[src/hdl/mssc_pkg.sv]
// Shared types, constants and the segment table of the scan controller.
`timescale 1ns / 1ps

package mssc_pkg;

  // Request opcodes.
  typedef enum logic [1:0] {
    FUNC_TICK     = 2'd0,
    FUNC_NUMBER   = 2'd1,
    FUNC_LEDS     = 2'd2,
    FUNC_TAKE_KEY = 2'd3
  } func_t;

  // Key codes as reported by a take-key request.
  localparam logic [2:0] KEY_NONE = 3'd0;
  localparam logic [2:0] KEY_CH0  = 3'd1;
  localparam logic [2:0] KEY_CH7  = 3'd2;
  localparam logic [2:0] KEY_CH8  = 3'd3;
  localparam logic [2:0] KEY_CH9  = 3'd4;

  localparam int NUM_BYTES    = 9;
  localparam int NUM_CHANNELS = 10;
  localparam int LED_BYTE     = 8;
  localparam int BANK_DIGITS  = 4;

  localparam logic [3:0] LAST_CHANNEL = 4'(NUM_CHANNELS - 1);
  localparam logic [3:0] CH_KEY0      = 4'd0;
  localparam logic [3:0] CH_KEY7      = 4'd7;
  localparam logic [3:0] CH_KEY8      = 4'd8;
  localparam logic [3:0] CH_KEY9      = 4'd9;

  localparam logic [13:0] MAX_NUMBER = 14'd9999;
  localparam logic [7:0]  BLANK      = 8'h00;

  // Lamp bit positions inside the indicator byte.
  localparam int LED_ONE_BIT   = 7;
  localparam int LED_TWO_BIT   = 6;
  localparam int LED_THREE_BIT = 3;
  localparam int LED_FOUR_BIT  = 1;

  typedef logic [BANK_DIGITS-1:0][7:0] bank_codes_t;

  // Result of the number encoder: whether the value is shown, and its codes.
  typedef struct packed {
    logic        in_range;
    bank_codes_t codes;
  } enc_out_t;

  // One result as it sits in the output register.
  typedef struct packed {
    logic       drive_valid;
    logic [7:0] shift_byte;
    logic [3:0] digit_select;
    logic [2:0] key_code;
  } rsp_t;

  function automatic logic [7:0] seg_code(input logic [3:0] digit);
    logic [7:0] code;
    case (digit)
      4'd0:    code = 8'hED;
      4'd1:    code = 8'h21;
      4'd2:    code = 8'h8F;
      4'd3:    code = 8'hAB;
      4'd4:    code = 8'h63;
      4'd5:    code = 8'hEA;
      4'd6:    code = 8'hEE;
      4'd7:    code = 8'hA1;
      4'd8:    code = 8'hEF;
      4'd9:    code = 8'hEB;
      default: code = BLANK;
    endcase
    return code;
  endfunction

endpackage

[src/hdl/mssc_if.sv]
// Request and result channel interfaces of the scan controller.
`timescale 1ns / 1ps

interface mssc_req_if;
  logic               valid;
  logic               ready;
  logic [1:0]         func;
  logic signed [15:0] number_value;
  logic               bank;
  logic               led_one;
  logic               led_two;
  logic               led_three;
  logic               led_four;
  logic               switch_pressed;

  modport source (
    output valid, func, number_value, bank, led_one, led_two, led_three, led_four,
           switch_pressed,
    input  ready
  );
  modport sink (
    input  valid, func, number_value, bank, led_one, led_two, led_three, led_four,
           switch_pressed,
    output ready
  );
endinterface

interface mssc_rsp_if;
  logic       valid;
  logic       ready;
  logic       drive_valid;
  logic [7:0] shift_byte;
  logic [3:0] digit_select;
  logic [2:0] key_code;

  modport source (
    output valid, drive_valid, shift_byte, digit_select, key_code,
    input  ready
  );
  modport sink (
    input  valid, drive_valid, shift_byte, digit_select, key_code,
    output ready
  );
endinterface

[src/hdl/mssc_num_enc.sv]
// Turns a signed 16-bit number into four blanked seven-segment codes.
`timescale 1ns / 1ps

module mssc_num_enc (
  input  logic signed [15:0] number_value,
  output mssc_pkg::enc_out_t enc
);

  logic [13:0] val;
  logic [26:0] p10;
  logic [26:0] p100;
  logic [28:0] p1000;
  logic [9:0]  q10;
  logic [6:0]  q100;
  logic [3:0]  q1000;
  logic [13:0] t10;
  logic [9:0]  t100;
  logic [6:0]  t1000;
  logic [3:0]  d0;
  logic [3:0]  d1;
  logic [3:0]  d2;
  logic [3:0]  d3;

  assign val = number_value[13:0];

  // Constant reciprocals; each quotient is exact for values up to 9999.
  assign p10   = {13'd0, val} * 27'd6554;
  assign p100  = {13'd0, val} * 27'd5243;
  assign p1000 = {15'd0, val} * 29'd16778;
  assign q10   = p10[25:16];
  assign q100  = p100[25:19];
  assign q1000 = p1000[27:24];

  // Times ten as shift and add, then the remainders give the digits.
  assign t10   = {1'b0, q10, 3'b000} + {3'b000, q10, 1'b0};
  assign t100  = {q100, 3'b000} + {2'b00, q100, 1'b0};
  assign t1000 = {q1000, 3'b000} + {2'b00, q1000, 1'b0};
  assign d0    = 4'(val - t10);
  assign d1    = 4'(q10 - t100);
  assign d2    = 4'(q100 - t1000);
  assign d3    = q1000;

  always_comb begin
    enc.in_range = !number_value[15] && (number_value[14] == 1'b0) && (val <= mssc_pkg::MAX_NUMBER);
    enc.codes[0] = mssc_pkg::seg_code(d0);
    enc.codes[1] = (val > 14'd9)   ? mssc_pkg::seg_code(d1) : mssc_pkg::BLANK;
    enc.codes[2] = (val > 14'd99)  ? mssc_pkg::seg_code(d2) : mssc_pkg::BLANK;
    enc.codes[3] = (val > 14'd999) ? mssc_pkg::seg_code(d3) : mssc_pkg::BLANK;
  end

endmodule

[src/hdl/mux_seven_segment_scan_controller_unit.sv]
// Top level of the multiplexed seven-segment display and key-scan controller.
`timescale 1ns / 1ps

// The controller keeps nine display bytes (bottom number in bytes 0-3 with the
// units digit in byte 0, top number in bytes 4-7, indicator lamps in byte 8),
// a scan channel counter and the last key seen. Every request gives exactly one
// result. A scan tick returns the byte of the current channel, to be shifted out
// MSB first, with the channel number for the decoder, samples the key sense line
// on channels 0, 7, 8 and 9, and steps the channel 0..9 with wrap; channel nine
// has no byte of its own and sends all segments dark. A write-number request
// shows 0..9999 with leading blanks in the chosen bank and leaves the display
// alone for any other value. A set-LEDs request sets or clears the four lamp
// bits. A take-key request returns the stored key and clears it. Throughput is
// one request per clock while ready is high: all work is a single pass of logic
// between the request port and the result register, the slowest part being the
// constant-reciprocal digit split of the number. Each result is registered in
// the output register; behind it sits one skid entry, so a stalled result still
// lets one more request in; ready falls only while both are occupied.

module mux_seven_segment_scan_controller_unit (
  input  logic              clk,
  input  logic              rst,
  mssc_req_if.sink          req,
  mssc_rsp_if.source        rsp
);

  // Display storage and scan state.
  logic [7:0] display_bytes [mssc_pkg::NUM_BYTES];
  logic [3:0] scan_index;
  logic [2:0] pressed_key;

  // Output register and skid entry.
  mssc_pkg::rsp_t out_data;
  logic           out_valid;
  mssc_pkg::rsp_t skid_data;
  logic           skid_valid;

  mssc_pkg::func_t   func;
  mssc_pkg::enc_out_t enc;
  mssc_pkg::rsp_t    result;
  logic              accept;
  logic              out_fire;
  logic [3:0]        channel;
  logic [3:0]        scan_index_next;
  logic [2:0]        pressed_key_next;

  assign func     = mssc_pkg::func_t'(req.func);
  assign accept   = req.valid && req.ready;
  assign out_fire = out_valid && rsp.ready;

  assign req.ready        = !skid_valid;
  assign rsp.valid        = out_valid;
  assign rsp.drive_valid  = out_data.drive_valid;
  assign rsp.shift_byte   = out_data.shift_byte;
  assign rsp.digit_select = out_data.digit_select;
  assign rsp.key_code     = out_data.key_code;

  mssc_num_enc u_num_enc (
    .number_value (req.number_value),
    .enc          (enc)
  );

  // A counter value past the last channel cannot arise, but is treated as zero.
  assign channel = (scan_index > mssc_pkg::LAST_CHANNEL) ? 4'd0 : scan_index;
  assign scan_index_next = (channel == mssc_pkg::LAST_CHANNEL) ? 4'd0 : channel + 4'd1;

  // Result of the request now at the port, and the key register's next value.
  always_comb begin
    result           = '0;
    pressed_key_next = pressed_key;
    case (func)
      mssc_pkg::FUNC_TICK: begin
        result.drive_valid  = 1'b1;
        result.digit_select = channel;
        result.shift_byte   = (channel < 4'(mssc_pkg::NUM_BYTES)) ?
                              display_bytes[channel] : mssc_pkg::BLANK;
        if (req.switch_pressed) begin
          case (channel)
            mssc_pkg::CH_KEY0: pressed_key_next = mssc_pkg::KEY_CH0;
            mssc_pkg::CH_KEY7: pressed_key_next = mssc_pkg::KEY_CH7;
            mssc_pkg::CH_KEY8: pressed_key_next = mssc_pkg::KEY_CH8;
            mssc_pkg::CH_KEY9: pressed_key_next = mssc_pkg::KEY_CH9;
            default:           pressed_key_next = pressed_key;
          endcase
        end
      end
      mssc_pkg::FUNC_TAKE_KEY: begin
        result.key_code  = pressed_key;
        pressed_key_next = mssc_pkg::KEY_NONE;
      end
      default: begin
        result = '0;
      end
    endcase
  end

  // Block state changes when a request is accepted; results queue behind it.
  always_ff @(posedge clk) begin
    if (rst) begin
      for (int i = 0; i < mssc_pkg::NUM_BYTES; i++) begin
        display_bytes[i] <= '0;
      end
      scan_index  <= '0;
      pressed_key <= mssc_pkg::KEY_NONE;
    end else if (accept) begin
      pressed_key <= pressed_key_next;
      case (func)
        mssc_pkg::FUNC_TICK: begin
          scan_index <= scan_index_next;
        end
        mssc_pkg::FUNC_NUMBER: begin
          if (enc.in_range) begin
            for (int i = 0; i < mssc_pkg::BANK_DIGITS; i++) begin
              if (req.bank) begin
                display_bytes[mssc_pkg::BANK_DIGITS + i] <= enc.codes[i];
              end else begin
                display_bytes[i] <= enc.codes[i];
              end
            end
          end
        end
        mssc_pkg::FUNC_LEDS: begin
          display_bytes[mssc_pkg::LED_BYTE][mssc_pkg::LED_ONE_BIT]   <= req.led_one;
          display_bytes[mssc_pkg::LED_BYTE][mssc_pkg::LED_TWO_BIT]   <= req.led_two;
          display_bytes[mssc_pkg::LED_BYTE][mssc_pkg::LED_THREE_BIT] <= req.led_three;
          display_bytes[mssc_pkg::LED_BYTE][mssc_pkg::LED_FOUR_BIT]  <= req.led_four;
        end
        default: begin
          scan_index <= scan_index;
        end
      endcase
    end
  end

  // Output register with one skid entry behind it.
  always_ff @(posedge clk) begin
    if (rst) begin
      out_valid  <= 1'b0;
      skid_valid <= 1'b0;
    end else if (skid_valid) begin
      if (out_fire) begin
        out_data   <= skid_data;
        skid_valid <= 1'b0;
      end
    end else if (accept) begin
      if (!out_valid || out_fire) begin
        out_data  <= result;
        out_valid <= 1'b1;
      end else begin
        skid_data  <= result;
        skid_valid <= 1'b1;
      end
    end else if (out_fire) begin
      out_valid <= 1'b0;
    end
  end

endmodule
[src/flat_wrapper.sv]
// flat-port wrapper written by rule: the top's interface ports become plain ports
module mux_seven_segment_scan_controller_unit_flat 
  (clk, rst, req_valid, req_func, req_number_value, req_bank, req_led_one, req_led_two, req_led_three, req_led_four, req_switch_pressed, req_ready, rsp_valid, rsp_drive_valid, rsp_shift_byte, rsp_digit_select, rsp_key_code, rsp_ready);
  mssc_req_if req_i ();
  mssc_rsp_if rsp_i ();
  input  logic clk;
  input  logic rst;
  input wire logic [$bits(req_i.valid)-1:0] req_valid;
  input wire logic [$bits(req_i.func)-1:0] req_func;
  input wire logic [$bits(req_i.number_value)-1:0] req_number_value;
  input wire logic [$bits(req_i.bank)-1:0] req_bank;
  input wire logic [$bits(req_i.led_one)-1:0] req_led_one;
  input wire logic [$bits(req_i.led_two)-1:0] req_led_two;
  input wire logic [$bits(req_i.led_three)-1:0] req_led_three;
  input wire logic [$bits(req_i.led_four)-1:0] req_led_four;
  input wire logic [$bits(req_i.switch_pressed)-1:0] req_switch_pressed;
  output wire logic [$bits(req_i.ready)-1:0] req_ready;
  output wire logic [$bits(rsp_i.valid)-1:0] rsp_valid;
  output wire logic [$bits(rsp_i.drive_valid)-1:0] rsp_drive_valid;
  output wire logic [$bits(rsp_i.shift_byte)-1:0] rsp_shift_byte;
  output wire logic [$bits(rsp_i.digit_select)-1:0] rsp_digit_select;
  output wire logic [$bits(rsp_i.key_code)-1:0] rsp_key_code;
  input wire logic [$bits(rsp_i.ready)-1:0] rsp_ready;
  assign req_i.valid = req_valid;
  assign req_i.func = req_func;
  assign req_i.number_value = req_number_value;
  assign req_i.bank = req_bank;
  assign req_i.led_one = req_led_one;
  assign req_i.led_two = req_led_two;
  assign req_i.led_three = req_led_three;
  assign req_i.led_four = req_led_four;
  assign req_i.switch_pressed = req_switch_pressed;
  assign req_ready = req_i.ready;
  assign rsp_valid = rsp_i.valid;
  assign rsp_drive_valid = rsp_i.drive_valid;
  assign rsp_shift_byte = rsp_i.shift_byte;
  assign rsp_digit_select = rsp_i.digit_select;
  assign rsp_key_code = rsp_i.key_code;
  assign rsp_i.ready = rsp_ready;
  mux_seven_segment_scan_controller_unit u_core (.clk(clk), .rst(rst), .req(req_i), .rsp(rsp_i));
endmodule
[config.mk]
export PLATFORM = sky130hd
export DESIGN_NAME = mux_seven_segment_scan_controller_unit_flat
export DESIGN_NICKNAME = d
export VERILOG_FILES = /design/src/hdl/mssc_pkg.sv /design/src/hdl/mssc_if.sv /design/src/hdl/mssc_num_enc.sv /design/src/hdl/mux_seven_segment_scan_controller_unit.sv /design/src/flat_wrapper.sv
export SDC_FILE = /design/constraint.sdc
export NUM_CORES = 1
export LEC_CHECK = 0
export ABC_AREA = 1
export BUFFER_PORTS_ARGS = -buffer_cell sky130_fd_sc_hd__buf_2
export CORE_UTILIZATION = 53
export DETAILED_ROUTE_END_ITERATION = 10
export PLACE_DENSITY_LB_ADDON = 0.12
export SLEW_MARGIN = 40
export SYNTH_ARGS = -nofsm -noshare
export SYNTH_HDL_FRONTEND = slang
export SYNTH_HIERARCHICAL = 1
export SYNTH_SLANG_ARGS = --single-unit
[constraint.sdc]
create_clock -name clk -period 7.41 [get_ports clk]
set_input_delay 0.3705 -clock clk [delete_from_list [all_inputs] [get_ports clk]]
set_output_delay 0.3705 -clock clk [all_outputs]
set_load 0.03 [all_outputs]
==> metrics.md, run 1 <==
| Metric | Value |
|---|---|
| Crit path max-delay cell type | `fa_1` |
| WL final | `36,300 um` |
| Syn. warnings | `6` |
| CTS buffer count | `9` |
| Root buf cell | `clkbuf_16` |
| Worst slew pin tran | `0.723 ns` |
| Initial Util | `0.541` |
| Avg Vias per Cell | `5.12` |
| Met2 Use GR | `0.432` |
| Vias in the first global route | `11,100` |
| Most common cell in the netlist | `inv_1` |
| Drt first pass iters | `5` |
| Layer with the highest usage | `met2` |
| Wire per inst | `16.4 um` |
| # DRC | `0` |
| Ports | `46` |
| Fraction of layout cells with a size suffix above 1 | `0.0761` |
| CP Capture Type | `flop` |
| Yosys top cell area share | `0.208` |
| Fin. max-slew vios | `0` |
| CP Buf/Inv Count | `9` |
| Row cnt | `60` |
| Max Root-Sink Buffers | `2` |
| Max incr delay on CP | `0.54 ns` |
| Clock tree from TritonCTS | `yes` |
| Total GRT Usage | `0.267` |
| Final hold vios | `0` |
| Setup Crit Path Kind | `primary input to flop` |
| Max Clock Skew | `0.0131 ns` |
| Setup_tns | `0 ns` |
| Status | `finished clean` |
| Post-CTS Hold Buffers | `0` |
| PortBufs | `45` |
| Syn avg cell area | `8.06 um^2` |
| Diode count | `0` |
| Sequential-to-total area share from yosys stat | `0.218` |
| Post-DP HPWL | `30,400 um` |
| Synth area leader | `ha_1` |
| Period utilization | `0.844` |
| CP required | `7.59 ns` |
| GR Util met1 | `0.375` |
| Core Region | `0.0270 mm^2` |
| DR iter-0 viols | `750` |
| Final #Nets | `2,259` |
| P&R area growth vs syn | `6.28%` |
| EDFF count, synth | `100` |
| Storage cell area | `0.00318 mm^2` |
| Pin count of the biggest net entering global routing | `34` |
| Highest Clock Rate | `0.160 GHz` |
| Die W | `168 um` |
| Critical Path Most Common Cell | `nand2_1` |
| Clock Latency Late Sink | `0.35 ns` |
| Total clock sinks | `109` |
| Register clock-pin slew on the reported worst setup and hold paths | `0.07 ns` |
| H-tree Lvls | `3` |
| Total number of vias | `11,300` |
| Crit path DAT | `6.43 ns` |
| Post-route ant nets | `0` |
| Ys flop type | `edfxtp_1` |
| Antenna violations before repair | `0` |
| Startpoint types | `primary input` |
| Setup Fix Bufs, Post-CTS | `0` |
| Die height | `168 um` |
| Setup Viol. Count Final | `0` |
| First-pass GRT wire length | `58,000 um` |
| Slew headroom | `0.516` |
| Post-cts sizing count | `0` |
| Multi-input gate area | `0.00955 mm^2` |
| Ranking of synthesized cells by area | `ha_1 21%, edfxtp_1 21%, fa_1 17%` |
| M3 GR Usage | `0.0484` |
| Mapped Area | `0.0146 mm^2` |
| RSZ-0062 raised after global routing | `no` |
| Max_cap viols | `0` |
| Hold WC Path Type | `primary input to flop` |
| Synth cell types | `56` |
| Top cells by count, synth | `474 x inv_1, 385 x nand2_1, 243 x ha_1` |
| Post-synthesis cell count | `1,813` |
| # fillers | `2,492` |
| Gr ovfl total | `0` |
| Tmin final | `6.25 ns` |
| Async SR Flop Fraction | `0` |
| Worst Path Max Fanout | `12` |
| Top Family by Delay on Critical Path | `adder cells` |
| Total die area | `0.0282 mm^2` |
| Gpl congestion | `0.909` |
| FF+latch count, synth | `109` |
==> cells in the final DEF, fill, tap and decap left out, types with 3 or more instances in the layout <==
master	count
nand3_2	3
nor3_1	9
inv_1	474
o21ai_1	3
nand2_2	21
o21ai_0	35
nand2_4	9
a31oi_1	3
inv_2	7
inv_6	3
a21o_1	6
buf_4	5
o21ai_2	3
xor2_1	9
clkbuf_16	9
or2_2	6
and3_1	3
buf_2	45
edfxtp_1	100
nand2_1	385
o211ai_1	5
dfxtp_1	9
a21oi_1	55
nand4_1	14
ha_1	243
nor2_1	143
conb_1	4
and2_1	3
nor2_4	4
xnor2_1	6
nor2_2	9
clkinv_1	3
nand3_1	56
nand3b_1	13
fa_1	126
o21a_1	5
==> metal layers <==
layer | vias up | wire, um
met3 | 37 | 2170
met2 | 267 | 16000
li1 | 5646 | -
met5 | - | 0
met1 | 5346 | 17400
met4 | 0 | 725
==> worst reg2reg max path: stages, from the launching register on <==
cell      delay, ns
dfxtp_1        0.76
clkinv_1       0.64
nand2_1        0.43
nor2_1         0.10
nand2_1        0.22
nand2_1        0.08
buf_4          0.25
nand2_1        0.12
inv_1          0.09
==> logic make-up (layout without fill, tap and decap cells) <==
| logic type | count (synthesis) | count (layout) | share of synthesized area |
|---|---|---|---|
| AND/OR/NAND/NOR | 688 | 688 | 0.207 |
| adder cells (fa/ha/maj) | 369 | 369 | 0.381 |
| buffers and inverters | 501 | 552 | 0.132 |
| XOR/XNOR | 16 | 16 | 0.0109 |
| flip-flops | 109 | 109 | 0.218 |
| AO/OA/AOI/OAI | 129 | 129 | 0.0512 |
| other | 1 | 4 | 0.000257 |
==> flip-flops by register name, indices dropped and copies added, names as in the netlist <==
register / count
u_core/display_bytes: 68
u_core/pressed_key: 3
u_core/rsp.valid: 1
u_core/rsp.drive_valid: 1
u_core/scan_index: 4
u_core/rsp.shift_byte: 8
u_core/rsp.digit_select: 4
u_core/rsp.key_code: 3
u_core/skid_valid: 1
u_core/skid_data: 16
==> area by class of cell <==
type                            count  share of cell area
Clock inverter                      6             0.00346
Inverter                          486               0.118
Timing Repair Buffer               50              0.0169
Tap cell                          341              0.0275
Sequential cell                   109               0.205
Multi-Input combinational cell   1206               0.615
Clock buffer                       10              0.0147
==> per-stage QoR <==
stage,cells,instance area (um^2),worst slack (ns),util,hold slack (ns)
2_1_floorplan,1816,14600,1.78,-,0.440
3_3_place_gp,2192,15200,0.966,0.564,0.466
3_5_place_dp,2192,15200,0.890,0.564,0.476
4_1_cts,2208,15500,1.23,0.575,0.298
5_1_grt,2208,15500,0.729,0.575,0.320
6_report,2208,15500,1.16,0.575,0.309
==> worst paths after layout <==
path	start	end	slack, ns	cells past startpoint
worst max-delay path	req_number_value[5]	u_core/display_bytes[1][5]	1.16	35
worst min-delay path	rst	u_core/skid_valid	0.31	2
worst max register to register	u_core/skid_valid	u_core/display_bytes[2][2]	4.46	8
worst min register to register	u_core/pressed_key[2]	u_core/pressed_key[2]	0.49	2
Power of run 1 is left out: the tool's default activity adds up to more than one toggle a clock period on the data nets, which glitch-free logic cannot reach.
==> inputs of run 2 (changes only) <==
--- a/config.mk
+++ b/config.mk
@@ -5,7 +5,7 @@
 export SDC_FILE = /design/constraint.sdc
 export NUM_CORES = 1
 export LEC_CHECK = 0
-export ABC_AREA = 1
+export ABC_AREA = 0
 export BUFFER_PORTS_ARGS = -buffer_cell sky130_fd_sc_hd__buf_2
 export CORE_UTILIZATION = 53
 export DETAILED_ROUTE_END_ITERATION = 10
==> constraint.sdc (replaced) <==
create_clock -name clk -period 6.2 [get_ports clk]
set_input_delay 0.31 -clock clk [delete_from_list [all_inputs] [get_ports clk]]
set_output_delay 0.31 -clock clk [all_outputs]
set_load 0.03 [all_outputs]
==> metrics.md, run 2 <==
| Metric | Value |
|---|---|
| Gpl congestion | `0.935` |
| Die height | `161 um` |
| Commonest cells after routing, fill and taps aside | `281 x inv_1, 220 x ha_1, 154 x buf_4, 125 x fa_1, 100 x edfxtp_1` |
| Syn. warnings | `6` |
| Fraction of layout cells with a size suffix above 1 | `0.207` |
| Synth cell types | `83` |
| Root buf cell | `clkbuf_16` |
| PortBufs | `45` |
| Cell Count, Final, Fillers Out | `1,833` |
| Diode count | `0` |
| Total die area | `0.0260 mm^2` |
| # DRC | `0` |
| Setup Viol. Count Final | `0` |
| Final #Nets | `1,901` |
| Wire per inst | `18.1 um` |
| Crit path DAT | `6.08 ns` |
| Max FFs per register | `68` |
| P&R area growth vs syn | `18.3%` |
| Ranking of synthesized cells by area | `ha_1 23%, edfxtp_1 22%, fa_1 19%` |
| Register clock-pin slew on the reported worst setup and hold paths | `0.07 ns` |
| Hold Path Depth | `2` |
| Slew headroom | `0.455` |
| Core Region | `0.0246 mm^2` |
| CP required | `6.30 ns` |
| Period utilization | `0.965` |
| Most common cell after layout, fill and taps aside | `inv_1` |
| Worst Hold Launch | `rsp_ready` |
| Highest metal used | `met4` |
| Post-CTS Hold Buffers | `0` |
| Ys flop type | `edfxtp_1` |
| Reg with most FFs | `u_core/display_bytes` |
| Setup_tns | `0 ns` |
| Top cells by count, synth | `288 x inv_1, 243 x ha_1, 126 x fa_1` |
| Status | `finished clean` |
| CTS buffer count | `9` |
| Mapped Area | `0.0134 mm^2` |
| Max_cap viols | `0` |
| Hold EP | `u_core/skid_valid` |
| Syn avg cell area | `10.2 um^2` |
| Total clock sinks | `109` |
| Row cnt | `57` |
| Pin count of the biggest net entering global routing | `41` |
| Total number of vias | `9,768` |
| Crit path max-delay cell type | `fa_1` |
| Post-synthesis cell count | `1,314` |
| Post-DP HPWL | `28,100 um` |
| Fin. max-slew vios | `0` |
| Max incr delay on CP | `0.56 ns` |
| Critical R2R Launch | `u_core/skid_valid` |
| Gr ovfl total | `0` |
| Placed Instances | `1,814` |
| Synth area leader | `ha_1` |
| Async SR Flop Fraction | `0` |
| CP Capture Type | `flop` |
| Initial Util | `0.546` |
| Sequential-to-total area share from yosys stat | `0.237` |
| First-pass GRT wire length | `52,800 um` |
| Max Root-Sink Buffers | `2` |
| Finished Core Util | `0.646` |
| Antenna violations before repair | `0` |
| Worst R2R End | `u_core/display_bytes[3][7]` |
| DR iter-0 viols | `555` |
| WL final | `33,200 um` |
| Met3 routed WL | `856 um` |
| FF+latch count, synth | `109` |
| Most common cell in the netlist | `inv_1` |
| EDFF count, synth | `100` |
| Ports | `46` |
| Clock tree from TritonCTS | `yes` |
| Startpoint types | `primary input` |
| Routed metal-1 wirelength | `14,400 um` |
| Avg Vias per Cell | `5.33` |
| Worst Path Max Fanout | `5` |
| FF-to-FF path depth | `5` |
| Die W | `161 um` |
| Vias in the first global route | `10,100` |
| H-tree Lvls | `3` |
| Clock Latency Late Sink | `0.35 ns` |
| Hold WC Path Type | `primary input to flop` |
| Highest Clock Rate | `0.167 GHz` |
| Worst slew pin tran | `0.809 ns` |
| Met2 WL | `17,100 um` |
| Drt first pass iters | `5` |
| Post-route ant nets | `0` |
| Tmin final | `5.98 ns` |
| Yosys top cell area share | `0.226` |
| Setup Crit Path Kind | `primary input to flop` |
| Max Clock Skew | `0.0108 ns` |
| Critical Path Most Common Cell | `xnor2_1` |
| Final hold vios | `0` |
| Worst R2R Setup Slack | `3.65 ns` |
| Total GRT Usage | `0.267` |
## run 2: changes by cell type in the layout (fill, tap and decap cells not counted), sizes merged, moves of 9 or more
cell and delta:
and2 +57, buf +152, inv -196, mux2 +9
mux2i +19, nand2 -355, nand2b +10, nand3 -46
nand4 -12, nor2 -123, xnor2 +19
## run 2: area by class of cell
class                           count  area (um^2)
Clock inverter                      7         60.1
Inverter                          289         1080
Timing Repair Buffer              205         1520
Fill cell                        1996         8700
Multi-Input combinational cell    890         9420
Clock buffer                        9          225
Sequential cell                   109         3180
Tap cell                          324          405
## run 2: critical path, delay by kind of cell
| family | cells | cell delay [ns] |
|---|---|---|
| compound gates | 4 | 0.83 |
| simple gates | 3 | 0.69 |
| buf+inv | 4 | 0.41 |
| xor+xnor | 7 | 1.22 |
| fa+ha+maj | 7 | 2.62 |
## run 2: worst max path at each step
stage                                    start                    endpoint  slack, ns  cells after the start
after floorplan            req_number_value[4]  u_core/display_bytes[1][1]       0.06                     26
after global placement     req_number_value[9]  u_core/display_bytes[1][1]      -0.31                     28
after detailed placement   req_number_value[0]  u_core/display_bytes[1][7]      -0.37                     26
after CTS                  req_number_value[9]  u_core/display_bytes[1][7]      0.003                     28
after global routing      req_number_value[11]  u_core/display_bytes[1][1]      -0.07                     27
final                      req_number_value[5]  u_core/display_bytes[1][1]       0.22                     25
## run 2: routing by layer
metal / vias to the layer above / global-route usage
li1: 4764 / -
met1: 4775 / 0.340
met2: 184 / 0.488
met3: 45 / 0.0200
met4: 0 / 0.0673
met5: - / 0
## run 2: logic make-up after synthesis
kind of cell	Yosys count	synth area share
xor gates and xnor gates	41	0.0307
adders and majority gates	369	0.414
buffers and inverters	318	0.0916
DFF	109	0.237
other	1	0.000279
AOI/OAI and AO/OA	192	0.0937
and+or+nand+nor	251	0.103
muxes	33	0.0301
## run 2: per-stage QoR
stage / instance area, um^2 / hold WS, ns / worst slack, ns
6_report: 15900 / 0.160 / 0.219
5_1_grt: 15900 / 0.152 / -0.0682
4_1_cts: 15500 / 0.152 / 0.00282
3_5_place_dp: 15200 / 0.467 / -0.368
3_3_place_gp: 15200 / 0.461 / -0.314
2_1_floorplan: 13500 / 0.412 / 0.0639
## run 2: what timing repair did
action                                  CTS  global route
pin swaps                                 0            36
gates cloned                              0             0
endpoints found under the setup margin    2            38
buffers inserted                          1             2
gates resized for setup                   1            64
Power of run 2 is left out for the same reason.
